[config.mk]
export PLATFORM = sky130hd
export DESIGN_NAME = level_class_dose_scheduler_flat
export DESIGN_NICKNAME = d
export VERILOG_FILES = /design/src/hdl/lcds_pkg.sv /design/src/hdl/lcds_if.sv /design/src/hdl/level_class_dose_scheduler.sv /design/src/flat_wrapper.sv
export SDC_FILE = /design/constraint.sdc
export NUM_CORES = 1
export LEC_CHECK = 0
export BUFFER_PORTS_ARGS = -buffer_cell sky130_fd_sc_hd__buf_4
export CORE_ASPECT_RATIO = 0.5
export CORE_MARGIN = 2
export CORE_UTILIZATION = 40
export CTS_CLUSTER_DIAMETER = 50
export DETAILED_ROUTE_END_ITERATION = 12
export PLACE_DENSITY = 0.58
export SETUP_SLACK_MARGIN = 0.5
export SKIP_CTS_REPAIR_TIMING = 1
export SLEW_MARGIN = 20
export SYNTH_ARGS = -nofsm -noshare
export SYNTH_HDL_FRONTEND = slang
export SYNTH_SLANG_ARGS = --single-unit
[constraint.sdc]
create_clock -name clk -period 33.5 [get_ports clk]
set_input_delay 6.7 -clock clk [delete_from_list [all_inputs] [get_ports clk]]
set_output_delay 6.7 -clock clk [all_outputs]
set_load 0.005 [all_outputs]
[src/hdl/lcds_pkg.sv]
package lcds_pkg;

    localparam int HEIGHT_W   = 16;
    localparam int INDEX_W    = 4;
    localparam int BOUND_W    = 12;
    localparam int DOSE_W     = 12;
    localparam int COUNT_W    = 10;
    localparam int WSUM_W     = 19;
    localparam int ENTRIES_W  = 5;
    localparam int TICKS_W    = 16;
    localparam int CFG_DATA_W = 16;
    localparam int CFG_IDX_W  = 2;
    localparam int FRAC_SCALE = 16;

    localparam logic OP_SAMPLE = 1'b0;
    localparam logic OP_LOAD   = 1'b1;

    localparam logic [CFG_IDX_W-1:0] REG_TABLE_ENTRIES  = 2'd0;
    localparam logic [CFG_IDX_W-1:0] REG_HEIGHT_OFFSET  = 2'd1;
    localparam logic [CFG_IDX_W-1:0] REG_COOLDOWN_TICKS = 2'd2;

    localparam logic [ENTRIES_W-1:0]       ENTRIES_RST = 5'd0;
    localparam logic signed [HEIGHT_W-1:0] OFFSET_RST  = 16'sd160;
    localparam logic [TICKS_W-1:0]         TICKS_RST   = 16'd360;

    typedef struct packed {
        logic signed [BOUND_W-1:0] lower;
        logic signed [BOUND_W-1:0] upper;
        logic [DOSE_W-1:0]         dose;
        logic [COUNT_W-1:0]        count;
    } entry_t;

endpackage

[src/hdl/lcds_if.sv]
interface lcds_req_if import lcds_pkg::*; ();
    logic                       valid;
    logic                       ready;
    logic                       opcode;
    logic signed [HEIGHT_W-1:0] measured_height;
    logic [INDEX_W-1:0]         entry_index;
    logic signed [BOUND_W-1:0]  entry_lower;
    logic signed [BOUND_W-1:0]  entry_upper;
    logic [DOSE_W-1:0]          entry_dose;
    logic [COUNT_W-1:0]         entry_count;

    modport source (output valid, opcode, measured_height, entry_index, entry_lower,
                    entry_upper, entry_dose, entry_count, input ready);
    modport sink   (input valid, opcode, measured_height, entry_index, entry_lower,
                    entry_upper, entry_dose, entry_count, output ready);
endinterface

interface lcds_res_if import lcds_pkg::*; ();
    logic                     valid;
    logic                     ready;
    logic                     inject;
    logic [DOSE_W-1:0]        dose;
    logic [INDEX_W-1:0]       matched_entry;
    logic [COUNT_W-1:0]       remaining_count;
    logic                     cooling;
    logic signed [WSUM_W-1:0] window_sum;

    modport source (output valid, inject, dose, matched_entry, remaining_count, cooling,
                    window_sum, input ready);
    modport sink   (input valid, inject, dose, matched_entry, remaining_count, cooling,
                    window_sum, output ready);
endinterface

[src/hdl/level_class_dose_scheduler.sv]
// channel | dir | handshake     | payload
// req     | in  | valid / ready | opcode, measured_height, entry_index, entry bounds/dose/count
// res     | out | valid / ready | inject, dose, matched_entry, remaining_count, cooling, window_sum
// cfg     | in  | cfg_we        | cfg_index, cfg_data (no read-back)
//
// Load item: the table entry is written on accept; ready returns as ST_FIN loads the result register.
// Sample item: ST_SUM, then ST_SCAN over up to min(table_entries, TABLE_DEPTH) entries when
// injection is enabled, then ST_FIN; one shared adder sums the history, then one entry is
// read from the class table each cycle and compared against the window sum.
// req.ready is high only between items; a held result delays the next result, not its accept.
// Reset clears history, sum and cooldown, sets enable and loads config defaults; the class table is not cleared.
module level_class_dose_scheduler import lcds_pkg::*; #(
    parameter int TABLE_DEPTH = 16,
    parameter int WINDOW_LEN  = 5
) (
    input  logic                  clk,
    input  logic                  rst_n,
    input  logic                  cfg_we,
    input  logic [CFG_IDX_W-1:0]  cfg_index,
    input  logic [CFG_DATA_W-1:0] cfg_data,
    lcds_req_if.sink              req,
    lcds_res_if.source            res
);

    localparam int TA_W  = (TABLE_DEPTH > 1) ? $clog2(TABLE_DEPTH) : 1;
    localparam int PTR_W = $clog2(TABLE_DEPTH + 1);
    localparam int HI_W  = (WINDOW_LEN > 1) ? $clog2(WINDOW_LEN) : 1;
    localparam int CNT_W = $clog2(WINDOW_LEN + 1);
    localparam int SUM_W = HEIGHT_W + $clog2(WINDOW_LEN);
    localparam int BND_W = BOUND_W + $clog2(WINDOW_LEN * FRAC_SCALE + 1) + 1;
    localparam int CMP_W = ((SUM_W > BND_W) ? SUM_W : BND_W) + 1;
    localparam logic signed [CMP_W-1:0] SCALE = CMP_W'(WINDOW_LEN * FRAC_SCALE);

    localparam logic [1:0] ST_IDLE = 2'd0;
    localparam logic [1:0] ST_SUM  = 2'd1;
    localparam logic [1:0] ST_SCAN = 2'd2;
    localparam logic [1:0] ST_FIN  = 2'd3;

    logic [1:0]                 state_reg, state_next;
    logic signed [HEIGHT_W-1:0] hist_reg [WINDOW_LEN];
    logic signed [HEIGHT_W-1:0] hist_next [WINDOW_LEN];
    logic signed [SUM_W-1:0]    acc_reg, acc_next;
    logic signed [SUM_W-1:0]    sum_reg, sum_next;
    logic [CNT_W-1:0]           cnt_reg, cnt_next;
    logic                       search_reg, search_next;
    logic                       enable_reg, enable_next;
    logic [TICKS_W-1:0]         cool_reg, cool_next;
    logic [ENTRIES_W-1:0]       entries_reg;
    logic signed [HEIGHT_W-1:0] offset_reg;
    logic [TICKS_W-1:0]         ticks_reg;
    logic [PTR_W-1:0]           lim_reg, lim_next;
    logic [PTR_W-1:0]           rd_ptr_reg, rd_ptr_next;
    logic                       cmpv_reg, cmpv_next;
    logic [TA_W-1:0]            cmp_idx_reg, cmp_idx_next;
    logic                       hit_reg, hit_next;
    logic [DOSE_W-1:0]          dose_reg, dose_next;
    logic [INDEX_W-1:0]         midx_reg, midx_next;
    logic [COUNT_W-1:0]         remain_reg, remain_next;
    logic                       res_valid_reg, res_valid_next;

    logic                       res_inject_reg;
    logic [DOSE_W-1:0]          res_dose_reg;
    logic [INDEX_W-1:0]         res_midx_reg;
    logic [COUNT_W-1:0]         res_remain_reg;
    logic                       res_cooling_reg;
    logic signed [WSUM_W-1:0]   res_wsum_reg;
    logic                       res_load;

    entry_t                     mem [TABLE_DEPTH];
    entry_t                     rd_data_reg;
    entry_t                     wdata;
    logic                       we;
    logic [TA_W-1:0]            waddr;
    logic                       rd_en;

    logic                       accept;
    logic signed [HEIGHT_W:0]   diff_wide;
    logic signed [HEIGHT_W-1:0] diff_sat;
    logic signed [HEIGHT_W-1:0] hist_rd;
    logic signed [SUM_W-1:0]    acc_sum;
    logic signed [CMP_W-1:0]    sum_ext;
    logic signed [CMP_W-1:0]    lo_bound;
    logic signed [CMP_W-1:0]    hi_bound;
    logic                       match;
    logic [TICKS_W:0]           cool_inc;

    assign accept    = req.valid && req.ready;
    assign req.ready = (state_reg == ST_IDLE);

    assign diff_wide = (HEIGHT_W+1)'(req.measured_height) - (HEIGHT_W+1)'(offset_reg);
    assign diff_sat  = (diff_wide[HEIGHT_W] != diff_wide[HEIGHT_W-1])
                     ? {diff_wide[HEIGHT_W], {(HEIGHT_W-1){~diff_wide[HEIGHT_W]}}}
                     : diff_wide[HEIGHT_W-1:0];

    assign hist_rd  = hist_reg[cnt_reg[HI_W-1:0]];
    assign acc_sum  = acc_reg + SUM_W'(hist_rd);
    assign cool_inc = {1'b0, cool_reg} + (TICKS_W+1)'(1);

    assign sum_ext  = CMP_W'(sum_reg);
    assign lo_bound = CMP_W'(rd_data_reg.lower) * SCALE;
    assign hi_bound = CMP_W'(rd_data_reg.upper) * SCALE;
    assign match    = cmpv_reg && (sum_ext >= lo_bound) && (sum_ext < hi_bound)
                   && (rd_data_reg.count != '0);

    assign rd_en    = (state_reg == ST_SCAN) && !match && (rd_ptr_reg < lim_reg);
    assign res_load = (state_reg == ST_FIN) && (!res_valid_reg || res.ready);

    always_comb
    begin
        we    = 1'b0;
        waddr = cmp_idx_reg;
        wdata = rd_data_reg;
        if (accept && req.opcode == OP_LOAD && int'(req.entry_index) < TABLE_DEPTH)
        begin
            we          = 1'b1;
            waddr       = TA_W'(req.entry_index);
            wdata.lower = req.entry_lower;
            wdata.upper = req.entry_upper;
            wdata.dose  = req.entry_dose;
            wdata.count = req.entry_count;
        end
        else if (state_reg == ST_SCAN && match)
        begin
            we          = 1'b1;
            wdata.count = rd_data_reg.count - COUNT_W'(1);
        end
    end

    always_ff @(posedge clk)
    begin
        if (we)
        begin
            mem[waddr] <= wdata;
        end
        if (rd_en)
        begin
            rd_data_reg <= mem[rd_ptr_reg[TA_W-1:0]];
        end
    end

    always_comb
    begin
        state_next   = state_reg;
        hist_next    = hist_reg;
        acc_next     = acc_reg;
        sum_next     = sum_reg;
        cnt_next     = cnt_reg;
        search_next  = search_reg;
        enable_next  = enable_reg;
        cool_next    = cool_reg;
        lim_next     = lim_reg;
        rd_ptr_next  = rd_ptr_reg;
        cmpv_next    = cmpv_reg;
        cmp_idx_next = cmp_idx_reg;
        hit_next     = hit_reg;
        dose_next    = dose_reg;
        midx_next    = midx_reg;
        remain_next  = remain_reg;
        res_valid_next = res_valid_reg && !res.ready;

        case (state_reg)
            ST_IDLE:
            begin
                if (accept)
                begin
                    hit_next    = 1'b0;
                    dose_next   = '0;
                    midx_next   = '0;
                    remain_next = '0;
                    if (req.opcode == OP_LOAD)
                    begin
                        state_next = ST_FIN;
                    end
                    else
                    begin
                        for (int i = 0; i < WINDOW_LEN - 1; i++)
                        begin
                            hist_next[i] = hist_reg[i+1];
                        end
                        hist_next[WINDOW_LEN-1] = diff_sat;
                        acc_next    = '0;
                        cnt_next    = '0;
                        search_next = enable_reg;
                        lim_next    = (int'(entries_reg) > TABLE_DEPTH)
                                    ? PTR_W'(TABLE_DEPTH) : PTR_W'(entries_reg);
                        if (!enable_reg)
                        begin
                            if (cool_inc >= {1'b0, ticks_reg})
                            begin
                                enable_next = 1'b1;
                                cool_next   = '0;
                            end
                            else
                            begin
                                cool_next = cool_inc[TICKS_W-1:0];
                            end
                        end
                        state_next = ST_SUM;
                    end
                end
            end
            ST_SUM:
            begin
                acc_next = acc_sum;
                cnt_next = cnt_reg + CNT_W'(1);
                if (cnt_reg == CNT_W'(WINDOW_LEN - 1))
                begin
                    sum_next    = acc_sum;
                    rd_ptr_next = '0;
                    cmpv_next   = 1'b0;
                    if (search_reg && lim_reg != '0)
                    begin
                        state_next = ST_SCAN;
                    end
                    else
                    begin
                        state_next = ST_FIN;
                    end
                end
            end
            ST_SCAN:
            begin
                if (match)
                begin
                    hit_next    = 1'b1;
                    dose_next   = rd_data_reg.dose;
                    midx_next   = INDEX_W'(cmp_idx_reg);
                    remain_next = rd_data_reg.count - COUNT_W'(1);
                    enable_next = 1'b0;
                    state_next  = ST_FIN;
                end
                else if (rd_ptr_reg < lim_reg)
                begin
                    cmp_idx_next = rd_ptr_reg[TA_W-1:0];
                    cmpv_next    = 1'b1;
                    rd_ptr_next  = rd_ptr_reg + PTR_W'(1);
                end
                else
                begin
                    state_next = ST_FIN;
                end
            end
            ST_FIN:
            begin
                if (res_load)
                begin
                    res_valid_next = 1'b1;
                    state_next     = ST_IDLE;
                end
            end
            default:
            begin
                state_next = ST_IDLE;
            end
        endcase
    end

    always_ff @(posedge clk or negedge rst_n)
    begin
        if (!rst_n)
        begin
            state_reg     <= ST_IDLE;
            for (int i = 0; i < WINDOW_LEN; i++)
            begin
                hist_reg[i] <= '0;
            end
            sum_reg       <= '0;
            search_reg    <= 1'b0;
            enable_reg    <= 1'b1;
            cool_reg      <= '0;
            entries_reg   <= ENTRIES_RST;
            offset_reg    <= OFFSET_RST;
            ticks_reg     <= TICKS_RST;
            res_valid_reg <= 1'b0;
        end
        else
        begin
            state_reg     <= state_next;
            hist_reg      <= hist_next;
            sum_reg       <= sum_next;
            search_reg    <= search_next;
            enable_reg    <= enable_next;
            cool_reg      <= cool_next;
            res_valid_reg <= res_valid_next;
            if (cfg_we)
            begin
                case (cfg_index)
                    REG_TABLE_ENTRIES:  entries_reg <= cfg_data[ENTRIES_W-1:0];
                    REG_HEIGHT_OFFSET:  offset_reg  <= cfg_data;
                    REG_COOLDOWN_TICKS: ticks_reg   <= cfg_data;
                    default:            ;
                endcase
            end
        end
    end

    always_ff @(posedge clk)
    begin
        acc_reg     <= acc_next;
        cnt_reg     <= cnt_next;
        lim_reg     <= lim_next;
        rd_ptr_reg  <= rd_ptr_next;
        cmpv_reg    <= cmpv_next;
        cmp_idx_reg <= cmp_idx_next;
        hit_reg     <= hit_next;
        dose_reg    <= dose_next;
        midx_reg    <= midx_next;
        remain_reg  <= remain_next;
        if (res_load)
        begin
            res_inject_reg  <= hit_reg;
            res_dose_reg    <= dose_reg;
            res_midx_reg    <= midx_reg;
            res_remain_reg  <= remain_reg;
            res_cooling_reg <= !enable_reg;
            res_wsum_reg    <= WSUM_W'(sum_reg);
        end
    end

    assign res.valid           = res_valid_reg;
    assign res.inject          = res_inject_reg;
    assign res.dose            = res_dose_reg;
    assign res.matched_entry   = res_midx_reg;
    assign res.remaining_count = res_remain_reg;
    assign res.cooling         = res_cooling_reg;
    assign res.window_sum      = res_wsum_reg;

endmodule

[src/flat_wrapper.sv]
// flat-port wrapper written by rule: the top's interface ports become plain ports
module level_class_dose_scheduler_flat import lcds_pkg::*;
#(
    parameter int TABLE_DEPTH = 16,
    parameter int WINDOW_LEN  = 5
)
  (clk, rst_n, cfg_we, cfg_index, cfg_data, req_valid, req_opcode, req_measured_height, req_entry_index, req_entry_lower, req_entry_upper, req_entry_dose, req_entry_count, req_ready, res_valid, res_inject, res_dose, res_matched_entry, res_remaining_count, res_cooling, res_window_sum, res_ready);
  lcds_req_if req_i ();
  lcds_res_if res_i ();
  input  logic clk;
  input  logic rst_n;
  input  logic cfg_we;
  input  logic [CFG_IDX_W-1:0] cfg_index;
  input  logic [CFG_DATA_W-1:0] cfg_data;
  input wire logic [$bits(req_i.valid)-1:0] req_valid;
  input wire logic [$bits(req_i.opcode)-1:0] req_opcode;
  input wire logic [$bits(req_i.measured_height)-1:0] req_measured_height;
  input wire logic [$bits(req_i.entry_index)-1:0] req_entry_index;
  input wire logic [$bits(req_i.entry_lower)-1:0] req_entry_lower;
  input wire logic [$bits(req_i.entry_upper)-1:0] req_entry_upper;
  input wire logic [$bits(req_i.entry_dose)-1:0] req_entry_dose;
  input wire logic [$bits(req_i.entry_count)-1:0] req_entry_count;
  output wire logic [$bits(req_i.ready)-1:0] req_ready;
  output wire logic [$bits(res_i.valid)-1:0] res_valid;
  output wire logic [$bits(res_i.inject)-1:0] res_inject;
  output wire logic [$bits(res_i.dose)-1:0] res_dose;
  output wire logic [$bits(res_i.matched_entry)-1:0] res_matched_entry;
  output wire logic [$bits(res_i.remaining_count)-1:0] res_remaining_count;
  output wire logic [$bits(res_i.cooling)-1:0] res_cooling;
  output wire logic [$bits(res_i.window_sum)-1:0] res_window_sum;
  input wire logic [$bits(res_i.ready)-1:0] res_ready;
  assign req_i.valid = req_valid;
  assign req_i.opcode = req_opcode;
  assign req_i.measured_height = req_measured_height;
  assign req_i.entry_index = req_entry_index;
  assign req_i.entry_lower = req_entry_lower;
  assign req_i.entry_upper = req_entry_upper;
  assign req_i.entry_dose = req_entry_dose;
  assign req_i.entry_count = req_entry_count;
  assign req_ready = req_i.ready;
  assign res_valid = res_i.valid;
  assign res_inject = res_i.inject;
  assign res_dose = res_i.dose;
  assign res_matched_entry = res_i.matched_entry;
  assign res_remaining_count = res_i.remaining_count;
  assign res_cooling = res_i.cooling;
  assign res_window_sum = res_i.window_sum;
  assign res_i.ready = res_ready;
  level_class_dose_scheduler #(.TABLE_DEPTH(TABLE_DEPTH), .WINDOW_LEN(WINDOW_LEN)) u_core (.clk(clk), .rst_n(rst_n), .cfg_we(cfg_we), .cfg_index(cfg_index), .cfg_data(cfg_data), .req(req_i), .res(res_i));
endmodule
=== Yosys cells after proc, flatten, opt, wreduce, memory -nomap -nowiden ===
Memories as Yosys holds them, arrays and structs flattened. A register that Yosys moved wholly into a read port is not among the register bits.
Cells that the tools add are included.

* Flip-flop bits (word level): 268
* Bits in writable memories: 736
* Logic and storage cells: 155
* Memories kept: 1

{| class="wikitable"
|+ Memory list
! name !! words !! width !! read ports !! clocked after Yosys merged registers in !! wr ports !! RTL line !! source
|-
| u_core.mem || 16 || 46 || 1 || 1 || 1 || level_class_dose_scheduler.sv:69 || <nowiki>entry_t mem [TABLE_DEPTH];</nowiki>
|}

* $add $sub $neg: 6
* $mul: 2
* Order comparisons: 6
* Equal/unequal tests: 15
* Multiplexer cells: 55
* Bitwise logic cells: 5
* Reduce and logical (&&, ||, !) cells: 35

{| class="wikitable"
|+ Operators by type and width
! cell !! number
|-
| 2-to-1 mux 16 bit || 4
|-
| binary-select mux 16 bit (select 3 bit) || 1
|-
| 2-to-1 mux 10 bit || 4
|-
| 2-to-1 mux 19 bit || 2
|-
| case mux 19 bit (2 select lines) || 1
|-
| 2-to-1 mux 36 bit || 1
|-
| multiplier 12 x 4 -> 16 bit, second input constant || 2
|-
| 2-to-1 mux 12 bit || 2
|-
| case mux 12 bit (2 select lines) || 1
|-
| >= comparator 19 x 20 -> 1 bit || 1
|-
| < comparator 19 x 20 -> 1 bit || 1
|-
| case mux 10 bit (2 select lines) || 1
|-
| adder 19 x 16 -> 19 bit || 1
|-
| adder 16 x 1 -> 17 bit, second input constant || 1
|-
| >= comparator 17 x 16 -> 1 bit || 1
|-
| 2-to-1 mux 1 bit || 17
|-
| subtractor 16 x 16 -> 17 bit || 1
|-
| AND reduction 4 bit || 4
|-
| 2-to-1 mux 5 bit || 3
|-
| 2-to-1 mux 2 bit || 6
|-
| 2-to-1 mux 4 bit || 3
|-
| AND reduction 3 bit || 4
|-
| logical AND 1 bit || 11
|-
| case mux 5 bit (2 select lines) || 1
|-
| 27 further kinds || 50
|}

=== Logic depth before layout (Yosys ltp) ===
Gate-level depths: netlist of the first run.

* Depth in word-level cells: 10
* Gate-level depth with buffers: 22
* Gate-level depth less buffers: 21

=== Worst setup path before layout of the first run ===
OpenSTA, ideal clock, no wires.

* Path kind: reg2reg
* Start: register, netlist name u_core.rd_data_reg[24]
* End: register, netlist name u_core.rd_data_reg[0]
* Setup time: 697 ps
* Arrival: 10,904 ps
* Data required time: 32,803 ps
* Slack: 21,899 ps
* Cell stages (with the launch flop): 18
* Buffers on the path: 1
* Period minus slack after synthesis: 11,601 ps
* Cell sequence: edfxtp_1 > ha_1 > ha_1 > a21o_1 > a21oi_1 > nor2b_1 > o21a_1 > o311a_1 > o31a_1 > or2_1 > ha_1 > and3_1 > nand3_1 > o41ai_1 > o221ai_1 > nor4b_4 > buf_6 > a2111oi_0

* Cells in the longest elaborated chain, start to end: 7

{| class="wikitable"
|+ RTL lines
! item !! RTL line !! source
|-
| multiplier 12 x 4 -> 16 bit || level_class_dose_scheduler.sv:101 || <nowiki>assign hi_bound = CMP_W'(rd_data_reg.upper) * SCALE;</nowiki>
|-
| < comparator 19 x 20 -> 1 bit || level_class_dose_scheduler.sv:102 || <nowiki>assign match = cmpv_reg && (sum_ext >= lo_bound) && (sum_ext < hi_bound)</nowiki>
|-
| logical AND 1 bit || level_class_dose_scheduler.sv:102 ||
|-
| logical AND 1 bit || level_class_dose_scheduler.sv:103 || <nowiki>&& (rd_data_reg.count != '0);</nowiki>
|-
| zero test 1 bit || level_class_dose_scheduler.sv:105 || <nowiki>assign rd_en = (state_reg == ST_SCAN) && !match && (rd_ptr_reg < lim_reg);</nowiki>
|-
| logical AND 1 bit (2 in series) || level_class_dose_scheduler.sv:105 ||
|-
| named net u_core.rd_en || level_class_dose_scheduler.sv:74 || <nowiki>logic rd_en;</nowiki>
|}

The timed path passes the listed nets, and every way through them passes these cells.
A chain may end at the register's enable or synchronous reset.

=== Worst setup path after layout of the first run ===
* Start: input port req_valid
* End: memory u_core.mem[15][38] (netlist bit) (enable)

* Cells in the longest elaborated chain, start to end: 5
* Elaborated cells between the ends (all ways): 6
* Classes of those cells: mux: 4; reduce/logical: 2

{| class="wikitable"
|+ RTL lines
! item !! RTL line !! source
|-
| start, declared || flat_wrapper.sv:15 || <nowiki>input wire logic [$bits(req_i.valid)-1:0] req_valid;</nowiki>
|-
| logical AND 1 bit * || level_class_dose_scheduler.sv:87 || <nowiki>assign accept = req.valid && req.ready;</nowiki>
|-
| logical AND 1 bit * || level_class_dose_scheduler.sv:113 || <nowiki>if (accept && req.opcode == OP_LOAD && int'(req.entry_index) < TABLE_DEPTH)</nowiki>
|-
| 2-to-1 mux 1 bit || level_class_dose_scheduler.sv:113 ||
|-
| 2-to-1 mux 1 bit || level_class_dose_scheduler.sv:131 || <nowiki>if (we)</nowiki>
|-
| 2-to-1 mux 1 bit (implied by the code) || level_class_dose_scheduler.sv:133 || <nowiki>mem[waddr] <= wdata;</nowiki>
|-
| end, declared || level_class_dose_scheduler.sv:69 ||
|}

Mark *: on every way between the ends. The rest lies on a longest branch, timed or not.

==> results of run 1 <==
[final timing paths]
| kind | startpoint | slack (ns) | cells after the start | end |
|---|---|---|---|---|
| min | u_core.dose_reg[3] | 0.42 | 0 | u_core.res.dose[3] |
| max | req_valid | 24.08 | 8 | u_core.mem[15][38] |
| min reg2reg | u_core.dose_reg[3] | 0.42 | 0 | u_core.res.dose[3] |
| max reg2reg | u_core.rd_data_reg[25] | 26.28 | 22 | u_core.mem[15][38] |
| min in group asynchronous | rst_n | 6.14 | 1 | u_core.hist_reg[33] |
| max in group asynchronous | rst_n | 26.09 | 2 | u_core.hist_reg[30] |
[kinds of logic after synthesis]
kind of cell,count (synthesis),synth area share [%]
adder cells (fa/ha/maj),140,3.99
flip-flops,1050,68.9
buffers and inverters,193,1.66
AND/OR/NAND/NOR,658,6.43
AO/OA/AOI/OAI,286,4.08
multiplexers,303,13.4
XOR/XNOR,79,1.57
[power by group through the flow]
stage                     clock [mW]  sequential (mW)  combinational [mW]
after floorplan                    0             1.88                1.09
after global placement             0             1.93                1.52
after detailed placement           0             1.93                1.54
after CTS                       1.14             1.91                1.55
after global routing            1.19             1.93                1.70
final                           1.11             1.91                1.52
[cells in the mapped netlist (12+ instances only)]
cell and instances:
xor2_1 40, and3_1 12, nand3_1 42, o21ai_0 49, a21o_1 26, a21oi_1 76
ha_1 136, inv_1 78, mux4_2 232, clkbuf_1 74, o22ai_1 14, edfxtp_1 893
nor2_1 101, nand2_1 389, o21ai_1 38, dfrtp_1 150, and2_1 22, nor3_1 17
mux2_2 39, buf_1 32, mux2i_1 32, xnor2_1 38, nor2b_1 15, nand2b_1 17
[layout make-up]
type	count	area share, %
tap	1496	3.68
clock inverter	62	1.31
clock buffer	116	5.03
inverter	79	0.583
sequential	1050	60.5
multi-input combinational	1466	26.2
timing repair buffer	182	2.72
[metal layers]
metal  GRT usage (%)  vias up
li1                -    10700
met2            28.9      557
met4            4.24        0
met1            25.7    12500
met3            3.19      122
met5               0        -
[critical path: stages]
cell and delay [ns]:
buf_4 0.12, and3_2 0.18, buf_4 0.64, and2_1 0.23, a41o_1 0.12, nand2_1 0.24, nor2_4 0.86, buf_4 0.58
[placed cells by master (no fill, tap or decap), types with 11 or more instances in the layout]
master and count:
edfxtp_1 893, nand2_1 389, mux4_2 232, buf_4 180
dfrtp_1 150, ha_1 136, clkbuf_16 97, nor2_1 85
inv_1 78, a21oi_1 74, o21ai_0 48, nand3_1 40
xor2_1 40, mux2_2 39, xnor2_1 38, o21ai_1 35
mux2i_1 32, a21o_1 26, and2_1 21, clkinv_2 21
clkinv_1 19, nand2b_1 17, nor3_1 17, nor2_4 16
nor2b_1 15, o22ai_1 14, clkbuf_1 13, and3_1 11
a31oi_1 11
==> impl_metrics.env, run 1 <==
export IMPL_outcome="finished clean"
export IMPL_setup_ws_ns=24.08
export IMPL_yosysSeqAreaShare_pct=68.9
export IMPL_syn_avg_cell_area_sq_um=16.5
export IMPL_syn2layout_area_growth_pct=13.9
export IMPL_row_count=86
export IMPL_fp_coreArea_sq_mm=0.110
export IMPL_p_comb_share_pct=33.6
export IMPL_drt_initial_drc_count=2006
export IMPL_syn_num_nets=2939
export IMPL_final_area_sq_mm=0.0509
export IMPL_synth_distinct_cells=70
export IMPL_required_ns=33.81
export IMPL_start_util_pct=40.4
export IMPL_hold_slack_ns=0.418
export IMPL_clock_skew_ns=0.0907
export IMPL_endpoint_kind="flip-flop"
export IMPL_setup_viol=0
export IMPL_totalWireLength_um=103000
export IMPL_grt_setup_unrepaired="no"
export IMPL_top_layer_used="met4"
export IMPL_synth_area_sq_mm=0.0447
export IMPL_largest_reg_flops=736
export IMPL_cap_violations=0
export IMPL_cell_internal_pwr_mw=3.03
export IMPL_finalNonFillerCells=4451
export IMPL_total_power_mw=4.54
export IMPL_grt_pass1_vias=24200
export IMPL_synth_main_ff_cell="edfxtp_1"
export IMPL_cts_root_buf="clkbuf_16"
export IMPL_layout_drive_gt1_share_pct=22.0
export IMPL_final_nets=3105
export IMPL_power_density_mw_per_mm2=89.3
export IMPL_place_area_sq_mm=0.0476
export IMPL_grtUsageTotal_pct=18.0
export IMPL_multi_input_area_sq_mm=0.0133
export IMPL_routedWlPerCell_um=23.2
export IMPL_portBuffers=138
export IMPL_viasPerCell=5.37
export IMPL_vias=23900
export IMPL_die_w_um=477
export IMPL_htreeDepth=3
export IMPL_die_h_um=240
export IMPL_ir_drop_mv=0.0735
export IMPL_finalHoldViolations=0
export IMPL_p_clk_share_pct=24.5
export IMPL_diodes=0
export IMPL_hpwl_um=62100
export IMPL_arrival_ns=9.73
export IMPL_power_switching_mw=1.51
export IMPL_worst_path_max_fanout=56
export IMPL_cts_buffer_depth=3
export IMPL_timing_setup_tns_ns=0
export IMPL_ys_warn_count=0
export IMPL_dp_cells=4273
export IMPL_dp_slack_ns=23.41
export IMPL_sw_frac_of_total_pct=33.3
export IMPL_crit_path_start_kind="input pin"
export IMPL_synthArstFlopShare_pct=15.0
export IMPL_finalCoreUtilization_pct=46.1
export IMPL_grt_start_max_net_pins=109
export IMPL_antenna_found_initial=2
export IMPL_yosysTopAreaCell="edfxtp_1"
export IMPL_antenna_left=0
export IMPL_pwr_share_seq_pct=42.0
export IMPL_cts_tree="yes"
export IMPL_synth_seq_cells=1050
export IMPL_clock_latency_ns=0.74
export IMPL_period_share_pct=28.1
export IMPL_grt_ovfl_total=0
export IMPL_synth_cells=2709
export IMPL_fmax_ghz=0.106
export IMPL_grt_first_pass_wirelength_um=155000
export IMPL_place_congestion=0.791
export IMPL_holdCritPathClass="reg2reg"
export IMPL_slew_headroom_pct=25.8
export IMPL_synth_top_area_share_pct=60.1
export IMPL_wl_met2_um=49000
export IMPL_worst_pin_slew_ns=1.11
export IMPL_numCtsBuffers=96
export IMPL_dr_pass1_iters=7
export IMPL_register_area_sq_mm=0.0308
export IMPL_drt_met1_wl_um=47300
export IMPL_cts_sinks=1050
export IMPL_critPathKind="in2reg"
export IMPL_period_needed_ns=9.42
export IMPL_fillers=9494
export IMPL_met3_length_um=5060
export IMPL_synth_area_leaders="edfxtp_1 60%, mux4_2 12%, dfrtp_1 8.4%, ha_1 3.8%, nand2_1 3.3%"
export IMPL_clkTransAtPathRegs_ns=0.07
export IMPL_drc=0
export IMPL_io_pins=139
export IMPL_die_area_sq_mm=0.114
export IMPL_slew_violations=0
export IMPL_p_leak_nw=18.3
export IMPL_synth_edf_count=893
Power figures use the tool's default switching activity.
==> inputs of run 2 (changes only) <==
--- a/config.mk
+++ b/config.mk
@@ -11,7 +11,7 @@
 export CORE_UTILIZATION = 40
 export CTS_CLUSTER_DIAMETER = 50
 export DETAILED_ROUTE_END_ITERATION = 12
-export PLACE_DENSITY = 0.58
+export PLACE_DENSITY = 0.6
 export SETUP_SLACK_MARGIN = 0.5
 export SKIP_CTS_REPAIR_TIMING = 1
 export SLEW_MARGIN = 20
==> constraint.sdc (replaced) <==
create_clock -name clk -period 7.95 [get_ports clk]
set_input_delay 1.59 -clock clk [delete_from_list [all_inputs] [get_ports clk]]
set_output_delay 1.59 -clock clk [all_outputs]
set_load 0.005 [all_outputs]
==> run 2 against run 1 <==
Compared with the run above: clock-buffer cell count is 4 higher; via count is 1.0% higher; highest routed layer unchanged; final cell count is 0.22% higher; die area stayed put; clock power grew to 4.5 times the previous value; sequential cell count stayed put; sequential share of layout area is 0.41 points lower; critical path depth is 13 higher; non-clock buffer count is 7 higher; register-to-register slack worse by 25 ns; core utilization is 0.31 points higher; largest power group unchanged.
==> impl_metrics.env, run 2 (synthesis results as in run 1) <==
export IMPL_layout_drive_gt1_share_pct=22.3
export IMPL_ir_drop_mv=0.223
export IMPL_fillers=9399
export IMPL_met3_usage_pct=3.97
export IMPL_clock_latency_ns=0.71
export IMPL_power_switching_mw=6.53
export IMPL_p_comb_share_pct=33.7
export IMPL_final_common_cell="edfxtp_1"
export IMPL_numCtsBuffers=99
export IMPL_period_share_pct=81.3
export IMPL_outcome="finished clean"
export IMPL_busiest_layer="met2"
export IMPL_drt_initial_drc_count=2432
export IMPL_setup_viol=0
export IMPL_dr_pass1_iters=8
export IMPL_drc=0
export IMPL_p_leak_nw=18.5
export IMPL_fp_coreArea_sq_mm=0.110
export IMPL_antenna_left=0
export IMPL_worst_pin_slew_ns=1.10
export IMPL_sw_frac_of_total_pct=33.3
export IMPL_p_clk_share_pct=25.5
export IMPL_slowest_stage="nor4b_4"
export IMPL_slew_headroom_pct=26.6
export IMPL_fmax_ghz=0.155
export IMPL_die_h_um=240
export IMPL_cap_violations=0
export IMPL_endpoint_kind="flip-flop"
export IMPL_worst_path_max_fanout=43
export IMPL_antenna_found_initial=4
export IMPL_cell_internal_pwr_mw=13.1
export IMPL_grt_ovfl_total=0
export IMPL_slowest_delay_ns=0.81
export IMPL_io_pins=139
export IMPL_final_area_sq_mm=0.0512
export IMPL_grt_start_max_net_pins=98
export IMPL_critPathKind="reg2reg"
export IMPL_path_cells="ha_1, ha_1, fa_1, a21o_1, a21oi_1, o21bai_1, a21oi_1, o21ai_1, nand4_1, nand3_1, xnor2_1, ha_1, or4b_1, a21oi_1, o41ai_1, o221ai_1, nor4b_4, a31o_1, nand2_1, nor2_4, buf_4"
export IMPL_grt_pass1_vias=24300
export IMPL_holdCritPathClass="reg2reg"
export IMPL_final_cell_mix="893 x edfxtp_1, 389 x nand2_1, 232 x mux4_2"
export IMPL_arrival_ns=6.78
export IMPL_grt_met1_usage_pct=26.0
export IMPL_place_congestion=0.791
export IMPL_pwr_share_seq_pct=40.8
export IMPL_crit_path_start_kind="flip-flop"
export IMPL_totalWireLength_um=103000
export IMPL_start_util_pct=40.4
export IMPL_syn2layout_area_growth_pct=14.7
export IMPL_cts_root_buf="clkbuf_16"
export IMPL_routedWlPerCell_um=23.0
export IMPL_finalHoldViolations=0
export IMPL_period_needed_ns=6.46
export IMPL_portBuffers=138
export IMPL_grt_setup_unrepaired="no"
export IMPL_cts_tree="yes"
export IMPL_largest_reg_flops=736
export IMPL_grt_first_pass_wirelength_um=155000
export IMPL_hpwl_um=64300
export IMPL_viasPerCell=5.42
export IMPL_row_count=86
export IMPL_grt_use_met2_pct=28.0
export IMPL_critPathTopFamily="simple AND/OR/NAND/NOR gates"
export IMPL_htreeDepth=3
export IMPL_die_w_um=477
export IMPL_clkTransAtPathRegs_ns=0.07
export IMPL_timing_setup_tns_ns=0
export IMPL_final_nets=3115
export IMPL_cts_buffer_depth=3
export IMPL_clock_skew_ns=0.0518
export IMPL_path_buf_inv=1
export IMPL_grtUsageTotal_pct=18.0
export IMPL_die_area_sq_mm=0.114
export IMPL_cts_sinks=1050
export IMPL_required_ns=8.27
export IMPL_power_density_mw_per_mm2=383
export IMPL_place_area_sq_mm=0.0477
export IMPL_slew_violations=0
export IMPL_vias=24200
==> run 2: metal layers <==
| layer | share of wire [%] | wire length, um | vias to the layer above |
|---|---|---|---|
| li1 | - | - | 10800 |
| met1 | 46 | 46900 | 12600 |
| met2 | 46 | 47500 | 638 |
| met3 | 6.3 | 6490 | 123 |
| met4 | 1.8 | 1830 | 0 |
| met5 | 0 | 0 | - |
==> run 2: worst paths after layout <==
kind / slack (ns) / from / cells past startpoint / end
max: 1.49 / u_core.rd_data_reg[25] / 21 / u_core.mem[8][29]
min: 0.42 / u_core.remain_reg[6] / 0 / u_core.res.remaining_count[6]
max reg2reg: 1.49 / u_core.rd_data_reg[25] / 21 / u_core.mem[8][29]
min reg2reg: 0.42 / u_core.remain_reg[6] / 0 / u_core.res.remaining_count[6]
max in group asynchronous: 5.75 / rst_n / 2 / u_core.sum_reg[10]
min in group asynchronous: 0.96 / rst_n / 1 / u_core.hist_reg[13]
==> run 2: power groups by stage <==
stage	Clock [mW]	Sequential (mW)	Combinational [mW]
final	4.99	8.00	6.62
after global routing	5.31	8.09	7.33
after CTS	5.09	8.01	6.70
after detailed placement	0	8.12	6.67
after global placement	0	8.10	6.57
after floorplan	0	7.89	4.62
==> run 2: cell type report <==
class                   instances  area (sq um)  share of cell area (%)
flip-flops and latches       1050         30800                    60.1
well taps                    1496          1870                    3.66
repair buffers                189          1480                    2.88
clock buffers                 120          2620                    5.11
inverters                      79           297                   0.579
multi-input cells            1466         13300                    26.1
clock inverters                59           827                    1.62
diodes                          2          5.00                 0.00978
==> run 2: metrics by stage <==
| step | worst slack, ns | hold slack (ns) | instances | utilization, % | power, mW |
|---|---|---|---|---|---|
| floorplan | 0.934 | 0.400 | 2709 | - | 12.5 |
| global placement | 1.54 | 0.404 | 4280 | 43.2 | 14.7 |
| detailed placement | 1.47 | 0.405 | 4280 | 43.2 | 14.8 |
| CTS | 1.45 | 0.420 | 4459 | 46.4 | 19.8 |
| global route | 1.10 | 0.426 | 4459 | 46.4 | 20.7 |
| finish | 1.49 | 0.416 | 4461 | 46.4 | 19.6 |
==> run 2: worst reg2reg max path: stages (launching register included) <==
cell and delay (ns):
edfxtp_1 0.44, ha_1 0.30, ha_1 0.23, fa_1 0.41, a21o_1 0.18, a21oi_1 0.22
o21bai_1 0.09, a21oi_1 0.23, o21ai_1 0.15, nand4_1 0.11, nand3_1 0.10, xnor2_1 0.14
ha_1 0.24, or4b_1 0.53, a21oi_1 0.15, o41ai_1 0.10, o221ai_1 0.22, nor4b_4 0.81
a31o_1 0.29, nand2_1 0.23, nor2_4 0.24, buf_4 0.64
